### src/sv/bba_ram.sv
`timescale 1ns / 1ps

// Simple dual-port RAM with a registered read.
module bba_ram #(
  parameter int WIDTH = 8,
  parameter int DEPTH = 16
) (
  input  logic                     clk,
  input  logic                     we,
  input  logic [$clog2(DEPTH)-1:0] waddr,
  input  logic [WIDTH-1:0]         wdata,
  input  logic                     re,
  input  logic [$clog2(DEPTH)-1:0] raddr,
  output logic [WIDTH-1:0]         rdata
);

  logic [WIDTH-1:0] mem [DEPTH];

  always_ff @(posedge clk) begin
    if (we) begin
      mem[waddr] <= wdata;
    end
    if (re) begin
      rdata <= mem[raddr];
    end
  end

endmodule

### config.mk
export PLATFORM = sky130hd
export DESIGN_NAME = bba_ram
export DESIGN_NICKNAME = d
export VERILOG_FILES = /design/src/sv/bba_ram.sv
export SDC_FILE = /design/constraint.sdc
export NUM_CORES = 1
export LEC_CHECK = 0
export ABC_AREA = 1
export BUFFER_PORTS_ARGS = -buffer_cell sky130_fd_sc_hd__buf_2
export CELL_PAD_IN_SITES_DETAIL_PLACEMENT = 1
export CELL_PAD_IN_SITES_GLOBAL_PLACEMENT = 1
export CORE_MARGIN = 1
export CORE_UTILIZATION = 44
export CTS_CLUSTER_SIZE = 20
export DETAILED_ROUTE_END_ITERATION = 6
export PLACE_DENSITY_LB_ADDON = 0.1
export SYNTH_ARGS = -nofsm -noshare
export SYNTH_HDL_FRONTEND = slang
export SYNTH_SLANG_ARGS = --single-unit
### constraint.sdc
create_clock -name clk -period 1.45 [get_ports clk]
set_clock_uncertainty 0.15 [all_clocks]
set_input_delay 0.3625 -clock clk [delete_from_list [all_inputs] [get_ports clk]]
set_output_delay 0.3625 -clock clk [all_outputs]
set_load 0.02 [all_outputs]
Word-level counts from Yosys, hierarchy flattened --
Memory sizes are Yosys's and may differ from the RTL's. A register that Yosys moved wholly into a read port is not among the register bits. Index checks and enable logic that the tools add are counted.
Cells by class: add/sub/neg operators 0, reductions and logical operators 0, multiply operators 0, order comparisons 0, bitwise gates (word level) 0, div/mod/pow operators 0, equality and inequality tests 0, mux-type cells 2, shift operators 0
Operators by type and width (number):
- 2-to-1 mux 1 bit | 2
Word-level totals: register bits after elaboration 0, bits in writable memories 128, logic and storage cells 3, memories kept 1, bits in latches 0, input port bits 19, output and inout port bits 8, memory bits (read-only) 0
Memories:
- mem | depth 16, width 8, read ports 1, clocked after Yosys merged registers in 1, write ports 1, line 17 | logic [WIDTH-1:0] mem [DEPTH];

Logic depth before layout (Yosys ltp) --
Gate-level depths: netlist of run 1.
depth after elaboration 2, mapped depth 8

Worst setup path before layout of run 1 --
OpenSTA, ideal clock, no wires.
kind input -> register, start in waddr[3], end mem mem[4][0], enable pin, slack -13 ps, stages 2, data arrival time 943 ps, path buffers 0, path through nand3b_1 nor2_1
RTL lines:
- from (decl) | line 10 | input logic [$clog2(DEPTH)-1:0] waddr,
- to (decl) | line 17
Straight into the memory's write port.

Worst setup path in the final report of run 1 --
start reg rdata[5], read port of mem, end out rdata[5]
RTL lines:
- from (decl) | line 14 | output logic [WIDTH-1:0] rdata
No word-level cell between the ends.

==> metrics.md, run 1 <==
| Metric | Value |
|---|---|
| Syn_nets | `570` |
| Remaining antenna violation count after routing | `0` |
| Clock-pin slew on the worst setup and hold paths | `0.06 ns` |
| Global-route wire length before repair | `23600 um` |
| Multi-input logic area | `1210 um^2` |
| Initial DRC count | `227` |
| Fin. max-slew vios | `0` |
| R2R setup slack | `0.06 ns` |
| GRT Overall Usage | `24.7%` |
| Filler Cell Count | `1369` |
| Tot Pwr | `9.11 mW` |
| Register bit total from synthesis | `136` |
| Worst Hold End | `rdata[3]` |
| R2r endpoint | `rdata[5]` |
| Core ar. | `12800 um^2` |
| Ys Warns | `0` |
| Final core utilization | `54.5%` |
| Net Switching | `1.99 mW` |
| Most common flop cell mapped by yosys | `edfxtp_1` |
| CTS Buf Count | `17` |
| Grt ovf | `0` |
| Failing checks | `setup timing` |
| Htree depth | `4` |
| Hold buffers post-CTS | `0` |
| Met3 global-route usage | `4.17%` |
| Hold_sp | `re` |
| Total detailed-routing wirelength | `15000 um` |
| Mapped Area | `5850 um^2` |
| Net Sw Frac | `21.8%` |
| Critical path class | `flip-flop to output port` |
| Clock Sinks | `136` |
| Int Power | `7.12 mW` |
| Worst vdd ir | `817 uV` |
| Post-CTS Setup Bufs | `0` |
| Clk buf depth | `2` |
| Worst Setup End Kind | `output port` |
| Hpwl dp | `9810 um` |
| R2R depth | `6` |
| Number of top-level pins | `27` |
| Synth area leader | `edfxtp_1` |
| Syn Area/Cell | `10.6 um^2` |
| Fmax | `0.668 GHz` |
| Leak | `3.03 nW` |
| Tightest Pin Transition | `0.407 ns` |
| Placed Area | `6370 um^2` |
| Pwr Density | `1310 nW/um^2` |
| Register share of total power | `48.9%` |
| Residual DRC | `0` |
| Slowest cell on the critical path | `edfxtp_1` |
| FF-to-FF Start | `mem[2][5]` |
| Clk_lat worst skew | `0.42 ns` |
| Seq/Total Area, Yosys | `69.8%` |
| Commonest cells post-synth | `nand2_1, edfxtp_1, inv_1` |
| Worst min-delay path class | `input pin to flip-flop` |
| Outcome | `finished, violations left` |
| Nets@finish | `624` |
| Seq. cell area | `4080 um^2` |
| Core Rows | `41` |
| Most frequent cell after synthesis | `nand2_1` |
| Routed len/inst | `18.9 um` |
| Layout cell share with drive strength beyond 1 | `14.1%` |
| Die area | `13800 um^2` |
| Post-route setup slack | `-0.0479 ns` |
| DRT Pass-1 Iters | `4` |
| Final setup vio count | `6` |
| Crit-path cells | `buf_6` |
| CP required | `0.94 ns` |
| TritonCTS clock tree | `yes` |
| Maxcap violations | `0` |
| Vias in the first global route | `4152` |
| Hold Path Cell Cnt | `1` |
| Initial antenna violation count | `0` |
| Root Buffer | `clkbuf_16` |
| Worst path buffer plus inverter count | `1` |
| Period utilization | `103%` |
| Placed cell count | `758` |
| Critical Path Fanout Max | `1` |
| GR Util met2 | `41.5%` |
| Met1 usage | `31.2%` |
| Worst hold margin | `0.167 ns` |
| Startpoint type of the worst setup path | `flip-flop` |
| Fin area | `6970 um^2` |
| Top cell type's share of synthesized area | `69.8%` |
| # diodes | `0` |
| Vias/cell | `5.05` |
| Buffers on Ports | `26` |
| Cell variety after synth | `11` |
| Clock network power share | `43.9%` |
| Post-synth ARST share | `0%` |
| Synth area leaders | `edfxtp_1, nand2_1, nand3_1` |
| Non-filler cells, final | `790` |
| Number of synthesized flops with an enable pin | `136` |
| Max incr delay on CP | `0.41 ns` |
| CP top delay family | `flip-flops` |
| GR peak layer | `met2` |
| Initial Util | `45.8%` |
| Critical path data arrival time | `0.99 ns` |
| Gate power share | `7.2%` |
| Rel. slew slack | `72.8%` |
| DIE WIDTH | `117 um` |
| Final hold vios | `0` |
| Die Ht | `117 um` |
| Largest net degree at the start of global routing | `37` |
| Unrepaired setup endpoints after global routing | `yes` |
| Routability cong. | `0.752` |
| Post-Synthesis Cells | `551` |
| Vias | `3993` |
| Final min period | `1.50 ns` |
| P&R area growth vs syn | `19.2%` |
==> how the worst max path moves through the flow <==
stage	startpoint	end	slack, ns	depth (start not counted)
2_1_floorplan	waddr[3]	mem[4][0]	-0.01	2
6_report	rdata[5]	rdata[5]	-0.05	1
3_3_place_gp	raddr[0]	rdata[5]	-0.33	9
5_1_grt	rdata[2]	rdata[2]	-0.05	1
4_1_cts	rdata[5]	rdata[5]	-0.06	1
3_5_place_dp	raddr[0]	rdata[5]	-0.38	9
==> timing repair <==
| item | in CTS | in global routing |
|---|---|---|
| setup endpoints to repair | 8 | 8 |
| pin swaps | 0 | 0 |
| gates resized for setup | 10 | 6 |
==> sequential cells by signal, indices dropped and copies added, names as in the netlist <==
name and flops:
rdata 8, mem 128
==> cell usage in the layout, fill, tap and decap left out <==
cell and instances:
clkbuf_1 1, bufinv_16 2, clkinv_1 5, nand3b_1 2
nor2_1 17, buf_6 8, buf_2 18, nand3_1 97
nand2_1 173, inv_1 100, buf_4 25, inv_2 2
edfxtp_1 136, clkbuf_16 17, clkinv_2 7, buf_12 8
==> power by group through the flow <==
stage | Clock (mW) | Sequential (mW) | Combinational (mW)
after detailed placement | 0 | 4.54 | 0.636
final | 4.00 | 4.46 | 0.652
after global routing | 4.20 | 4.46 | 0.718
after global placement | 0 | 4.53 | 0.620
after floorplan | 0 | 4.56 | 0.310
after CTS | 4.05 | 4.46 | 0.655
==> per-layer routing <==
| layer | wire (um) | vias up |
|---|---|---|
| met2 | 7500 | 77 |
| met1 | 6750 | 2008 |
| met5 | 0 | - |
| li1 | - | 1888 |
| met4 | 269 | 0 |
| met3 | 435 | 20 |
==> per-stage QoR <==
| step | worst slack, ns | TNS (ns) |
|---|---|---|
| 3_5_place_dp | -0.375 | -8.46 |
| 2_1_floorplan | -0.0133 | -0.854 |
| 5_1_grt | -0.0540 | -0.314 |
| 3_3_place_gp | -0.328 | -6.14 |
| 4_1_cts | -0.0592 | -0.219 |
| 6_report | -0.0479 | -0.118 |
==> layout make-up <==
type / instances / area share, %
inverters: 102 / 5.50
repair buffers: 59 / 7.58
clock inverters: 14 / 1.63
clock buffers: 18 / 6.16
flip-flops and latches: 136 / 58.6
multi-input cells: 289 / 17.4
well taps: 172 / 3.09
==> cells by family (layout without fill, tap and decap cells) <==
| logic type | Yosys count | count (layout) | share of synthesized area, % |
|---|---|---|---|
| AND/OR/NAND/NOR | 289 | 289 | 20.8 |
| flip-flops | 136 | 136 | 69.8 |
| buffers and inverters | 126 | 193 | 9.39 |
Note: power is estimated with default switching activity, not from simulation.
==> inputs of run 2 (changes only) <==
--- a/config.mk
+++ b/config.mk
@@ -7,10 +7,11 @@
 export LEC_CHECK = 0
 export ABC_AREA = 1
 export BUFFER_PORTS_ARGS = -buffer_cell sky130_fd_sc_hd__buf_2
-export CELL_PAD_IN_SITES_DETAIL_PLACEMENT = 1
-export CELL_PAD_IN_SITES_GLOBAL_PLACEMENT = 1
+export CELL_PAD_IN_SITES_DETAIL_PLACEMENT = 0
+export CELL_PAD_IN_SITES_GLOBAL_PLACEMENT = 2
+export CORE_ASPECT_RATIO = 1.25
 export CORE_MARGIN = 1
-export CORE_UTILIZATION = 44
+export CORE_UTILIZATION = 37
 export CTS_CLUSTER_SIZE = 20
 export DETAILED_ROUTE_END_ITERATION = 6
 export PLACE_DENSITY_LB_ADDON = 0.1
==> run 2 against run 1 <==
The run still ends with setup timing left; largest power group is now clock; final cell count increased by 6.1%; via count shrank 3.2%; critical endpoint is now rdata[0]; critical path type unchanged; count of clock-buffer cells in the layout shrank 1.
==> metrics.md, run 2 (synthesis gave the netlist of run 1 again) <==
| Metric | Value |
|---|---|
| Outcome | `finished, violations left` |
| Failing checks | `setup timing` |
| Number of top-level pins | `27 (unchanged)` |
| Period utilization | `107% (+4.1 points)` |
| DRT Pass-1 Iters | `5 (+1)` |
| Post-CTS Setup Bufs | `0 (unchanged)` |
| Core ar. | `15500 um^2 (+21%)` |
| GRT Overall Usage | `20.0% (-4.7 points)` |
| Fin area | `7160 um^2 (+2.8%)` |
| Crit-path cells | `buf_6` |
| Clk_lat worst skew | `0.41 ns (about the same)` |
| FF-to-FF Start | `mem[8][4]` |
| CTS resizes | `12 (+2)` |
| Post-route setup slack | `-0.107 ns (-0.0595 ns)` |
| Layout cell share with drive strength beyond 1 | `15.7% (+1.6 points)` |
| Vias/cell | `4.61 (-8.7%)` |
| Largest register FFs | `128 (unchanged)` |
| Clock network power share | `48.4% (+4.5 points)` |
| Htree depth | `4 (unchanged)` |
| Critical path data arrival time | `1.04 ns (+0.05 ns)` |
| Hpwl dp | `9830 um (+0.14%)` |
| Final setup vio count | `6 (unchanged)` |
| CP top delay family | `flip-flops` |
| TritonCTS clock tree | `yes` |
| Maxcap violations | `0 (unchanged)` |
| Net Switching | `2.06 mW (+3.6%)` |
| Worst hold margin | `0.225 ns (+0.0579 ns)` |
| DIE WIDTH | `114 um (-2.4%)` |
| Pwr Density | `1380 nW/um^2 (+5.8%)` |
| Fin. max-slew vios | `0 (unchanged)` |
| Worst Hold End | `mem[3][1]` |
| Most frequent cells in the layout | `nand2_1, edfxtp_1, inv_1` |
| Slowest cell on the critical path | `edfxtp_1` |
| Int Power | `7.85 mW (+10%)` |
| Hold_sp | `wdata[1]` |
| Root Buffer | `clkbuf_16` |
| Worst vdd ir | `681 uV (-17%)` |
| Worst path buffer plus inverter count | `1 (unchanged)` |
| Net Sw Frac | `20.8% (-1.0 points)` |
| Unrepaired setup endpoints after global routing | `yes` |
| Final min period | `1.56 ns (+0.0595 ns)` |
| R2R depth | `6 (unchanged)` |
| Vias in the first global route | `3874 (-6.7%)` |
| CTS Buf Count | `17 (unchanged)` |
| Nets@finish | `633 (+1.4%)` |
| Largest net degree at the start of global routing | `30 (-19%)` |
| Final hold vios | `0 (unchanged)` |
| Fmax | `0.642 GHz (-3.8%)` |
| R2r endpoint | `rdata[4]` |
| Initial antenna violation count | `0 (unchanged)` |
| Worst Setup End Kind | `output port` |
| Global-route wire length before repair | `22600 um (-4.1%)` |
| Grt ovf | `0 (unchanged)` |
| Die Ht | `143 um (+22%)` |
| Non-filler cells, final | `838 (+6.1%)` |
| Critical path class | `flip-flop to output port` |
| Core Rows | `51 (+24%)` |
| Hold buffers post-CTS | `0 (unchanged)` |
| Clock-pin slew on the worst setup and hold paths | `0.06 ns (about the same)` |
| Placed cell count | `807 (+6.5%)` |
| Leak | `3.10 nW (+2.3%)` |
| Total detailed-routing wirelength | `15000 um (about the same)` |
| Register share of total power | `45.0% (-3.9 points)` |
| Routability cong. | `0.803 (+6.8%)` |
| Clock Sinks | `136 (unchanged)` |
| Hold Path Cell Cnt | `1 (unchanged)` |
| Remaining antenna violation count after routing | `0 (unchanged)` |
| Max incr delay on CP | `0.46 ns (+0.05 ns)` |
| Gate power share | `6.6% (-0.6 points)` |
| Clk buf depth | `2 (unchanged)` |
| Rel. slew slack | `71.9% (-0.91 points)` |
| # diodes | `0 (unchanged)` |
| R2R setup slack | `0.12 ns (+0.06 ns)` |
| Vias | `3867 (-3.2%)` |
| Critical Path Fanout Max | `1 (unchanged)` |
| Total Neg Setup Slack | `-0.349 ns (-0.231 ns)` |
| Buffers on Ports | `26 (unchanged)` |
| Tightest Pin Transition | `0.421 ns (+0.0136 ns)` |
| Largest Register | `mem` |
| Startpoint type of the worst setup path | `flip-flop` |
| Residual DRC | `0 (unchanged)` |
| Die area | `16300 um^2 (+19%)` |
| Initial DRC count | `225 (-0.88%)` |
| Routed len/inst | `17.9 um (-5.7%)` |
| Filler Cell Count | `1485 (+8.5%)` |
| Placed Area | `6470 um^2 (+1.5%)` |
| Top flop regs | `mem: 128 flops, rdata: 8 flops` |
| CP required | `0.94 ns (about the same)` |
| P&R area growth vs syn | `22.5%` |
| Most common cell after layout, fill and taps aside | `nand2_1` |
| Worst min-delay path class | `input pin to flip-flop` |
| Initial Util | `37.7% (-8.1 points)` |
-- run 2: changes by cell type in the layout (fill, tap and decap cells not counted), moves of 2 or more --
cell / delta
buf_4: +11
clkinvlp_4: +2
clkinv_1: -2
bufinv_16: +4
clkinv_2: -6
buf_12: -2
-- run 2: area by class of cell --
type	instances	area [um^2]	share of cell area (%)
Multi-Input combinational cell	289	1210	16.9
Sequential cell	136	4080	57.0
Clock buffer	17	425	5.94
Inverter	102	383	5.34
Clock inverter	14	229	3.20
Tap cell	212	265	3.70
Timing Repair Buffer	68	564	7.88
-- run 2: per-layer routing --
layer	vias to the layer above	wire length (um)	GRT usage (%)
met4	0	334	7.72
met3	20	444	3.58
li1	1904	-	-
met1	1868	6710	25.4
met2	75	7480	33.8
met5	-	0	0
-- run 2: worst max-delay path by stage --
stage / slack [ns] / depth (start not counted) / to / from
finish: -0.11 / 1 / rdata[0] / rdata[0]
global route: -0.12 / 1 / rdata[0] / rdata[0]
CTS: -0.11 / 1 / rdata[0] / rdata[0]
detailed placement: -0.33 / 7 / rdata[4] / raddr[0]
global placement: -0.33 / 7 / rdata[4] / raddr[0]
floorplan: -0.01 / 2 / mem[4][0] / waddr[3]
-- run 2: power groups by stage --
stage | clock (mW) | sequential [mW] | combinational, mW
floorplan | 0 | 4.56 | 0.310
global placement | 0 | 4.54 | 0.647
detailed placement | 0 | 4.54 | 0.646
CTS | 4.86 | 4.46 | 0.664
global route | 5.02 | 4.47 | 0.722
finish | 4.80 | 4.46 | 0.652
-- run 2: per-stage QoR --
stage | setup slack (ns) | total power [mW] | utilization [%]
after floorplan | -0.0133 | 4.87 | -
after global placement | -0.326 | 5.19 | 41.7
after detailed placement | -0.332 | 5.19 | 41.7
after CTS | -0.113 | 9.99 | 46.2
after global routing | -0.119 | 10.2 | 46.2
final | -0.107 | 9.92 | 46.2
==> inputs of run 3 (changes only) <==
--- a/config.mk
+++ b/config.mk
@@ -15,6 +15,7 @@
 export CTS_CLUSTER_SIZE = 20
 export DETAILED_ROUTE_END_ITERATION = 6
 export PLACE_DENSITY_LB_ADDON = 0.1
+export SKIP_CTS_REPAIR_TIMING = 1
 export SYNTH_ARGS = -nofsm -noshare
 export SYNTH_HDL_FRONTEND = slang
 export SYNTH_SLANG_ARGS = --single-unit
==> run 3 against run 2 <==
The run still ends with setup timing left; via count is 0.23% higher; fmax is 0.15% higher; non-clock buffer count stayed put; register-to-register slack hardly changed; worst setup slack better by 0.0023 ns; critical endpoint unchanged; largest power group unchanged.
==> metrics.md, run 3 (synthesis gave the netlist of run 1 again) <==
| Metric | Value |
|---|---|
| Max incr delay on CP | `0.46 ns (about the same)` |
| Slowest cell on the critical path | `edfxtp_1` |
| Worst min-delay path class | `input pin to flip-flop` |
| Met1 usage | `25.4% (unchanged)` |
| Total detailed-routing wirelength | `14900 um (-0.17%)` |
| Tightest Pin Transition | `0.420 ns (-0.000889 ns)` |
| DP Worst Slack | `-0.332 ns (unchanged)` |
| Worst Setup End Kind | `output port` |
| Grt ovf | `0 (unchanged)` |
| Critical path class | `flip-flop to output port` |
| Vias | `3876 (+0.23%)` |
| Placed cell count | `807 (unchanged)` |
| Die area | `16300 um^2 (unchanged)` |
| Global-route wire length before repair | `22600 um (unchanged)` |
| Critical Path Fanout Max | `1 (unchanged)` |
| Clock Sinks | `136 (unchanged)` |
| TritonCTS clock tree | `yes` |
| Rel. slew slack | `72.0% (about the same)` |
| Pwr Density | `1380 nW/um^2 (about the same)` |
| Top flop regs | `mem: 128 flops, rdata: 8 flops` |
| Fmax | `0.643 GHz (+0.15%)` |
| Largest net degree at the start of global routing | `30 (unchanged)` |
| GR peak layer | `met2` |
| Clock-pin slew on the worst setup and hold paths | `0.06 ns (about the same)` |
| Final setup vio count | `6 (unchanged)` |
| FF-to-FF Start | `mem[8][4]` |
| CP required | `0.94 ns (about the same)` |
| # diodes | `0 (unchanged)` |
| GRT Overall Usage | `20.0% (unchanged)` |
| GR Util met2 | `33.7% (about the same)` |
| Leak | `3.10 nW (unchanged)` |
| CP top delay family | `flip-flops` |
| Clk buf depth | `2 (unchanged)` |
| Worst path buffer plus inverter count | `1 (unchanged)` |
| Tot Pwr | `9.91 mW (about the same)` |
| Vias in the first global route | `3874 (unchanged)` |
| Vias/cell | `4.63 (+0.23%)` |
| Core ar. | `15500 um^2 (unchanged)` |
| Clk_lat worst skew | `0.41 ns (about the same)` |
| DRT Pass-1 Iters | `5 (unchanged)` |
| Met3 global-route usage | `3.58% (unchanged)` |
| Failing checks | `setup timing` |
| Total Neg Setup Slack | `-0.320 ns (+0.0291 ns)` |
| Htree depth | `4 (unchanged)` |
| Critical path data arrival time | `1.04 ns (about the same)` |
| Nets@finish | `633 (unchanged)` |
| Die Ht | `143 um (unchanged)` |
| Startpoint type of the worst setup path | `flip-flop` |
| Remaining antenna violation count after routing | `0 (unchanged)` |
| Final min period | `1.56 ns (-0.00227 ns)` |
| Worst Hold End | `mem[3][1]` |
| R2r endpoint | `rdata[4]` |
| Final hold vios | `0 (unchanged)` |
| Residual DRC | `0 (unchanged)` |
| Buffers on Ports | `26 (unchanged)` |
| Largest Register | `mem` |
| Outcome | `finished, violations left` |
| Most frequent cells in the layout | `nand2_1, edfxtp_1, inv_1` |
| Filler Cell Count | `1485 (unchanged)` |
| Period utilization | `107% (-0.16 points)` |
| Initial DRC count | `220 (-2.2%)` |
| Routed len/inst | `17.8 um (-0.17%)` |
| Worst vdd ir | `681 uV (about the same)` |
| Maxcap violations | `0 (unchanged)` |
| Initial antenna violation count | `0 (unchanged)` |
| Worst hold margin | `0.228 ns (+0.00315 ns)` |
| Root Buffer | `clkbuf_16` |
| Crit-path cells | `buf_6` |
| Unrepaired setup endpoints after global routing | `yes` |
| Hold Path Cell Cnt | `1 (unchanged)` |
| Hpwl dp | `9830 um (unchanged)` |
| DIE WIDTH | `114 um (unchanged)` |
| Initial Util | `37.7% (unchanged)` |
| Non-filler cells, final | `838 (unchanged)` |
| Number of top-level pins | `27 (unchanged)` |
| P&R area growth vs syn | `22.5% (unchanged)` |
| Post-route setup slack | `-0.105 ns (+0.00227 ns)` |
| R2R setup slack | `0.12 ns (about the same)` |
| Layout cell share with drive strength beyond 1 | `15.7% (unchanged)` |
| Largest register FFs | `128 (unchanged)` |
| Core Rows | `51 (unchanged)` |
| CTS Buf Count | `17 (unchanged)` |
| Hold_sp | `wdata[1]` |
| Routability cong. | `0.803 (unchanged)` |
| R2R depth | `6 (unchanged)` |
| Fin. max-slew vios | `0 (unchanged)` |
| Most common cell after layout, fill and taps aside | `nand2_1` |
==> run 3: cell counts in the layout (fill, tap and decap cells not counted) <==
Identical to the previous run, type by type.
==> run 3: power breakdown <==
part,internal [mW],total [mW],leakage (nW),switching [mW]
registers,4.43,4.46,1.24,0.0304
logic,0.225,0.651,1.55,0.427
clock network,3.20,4.80,0.312,1.60
total,7.86,9.91,3.10,2.05
==> run 3: worst max-delay path by stage <==
stage	from	to	slack, ns	depth (start not counted)
after floorplan	waddr[3]	mem[4][0]	-0.01	2
after global placement	raddr[0]	rdata[4]	-0.33	7
after detailed placement	raddr[0]	rdata[4]	-0.33	7
after CTS	rdata[0]	rdata[0]	-0.12	1
after global routing	rdata[0]	rdata[0]	-0.12	1
final	rdata[0]	rdata[0]	-0.11	1
==> run 3: worst register-to-register path, stage by stage (launching register included) <==
cell and delay [ns]:
edfxtp_1 0.36, inv_1 0.06, nand2_1 0.05, nand3_1 0.07
nand3_1 0.13, nand3_1 0.19, nand2_1 0.06
==> run 3: through the flow <==
step	util (%)	cell area (um^2)
detailed placement	41.7	6470
global placement	41.7	6470
global route	46.2	7160
floorplan	-	5850
finish	46.2	7160
CTS	45.9	7120
==> run 3: area by class of cell <==
type	instances	area, um^2	share of cell area (%)
clock buffer	17	425	5.94
clock inverter	14	229	3.20
inverter	102	383	5.34
multi-input combinational	289	1210	16.9
sequential	136	4080	57.0
tap	212	265	3.70
timing repair buffer	68	564	7.88
==> run 3: per-layer routing <==
layer / vias to the layer above / share of wire (%)
met4: 0 / 1.9
met2: 70 / 50
li1: 1904 / -
met5: - / 0
met3: 19 / 2.9
met1: 1883 / 45
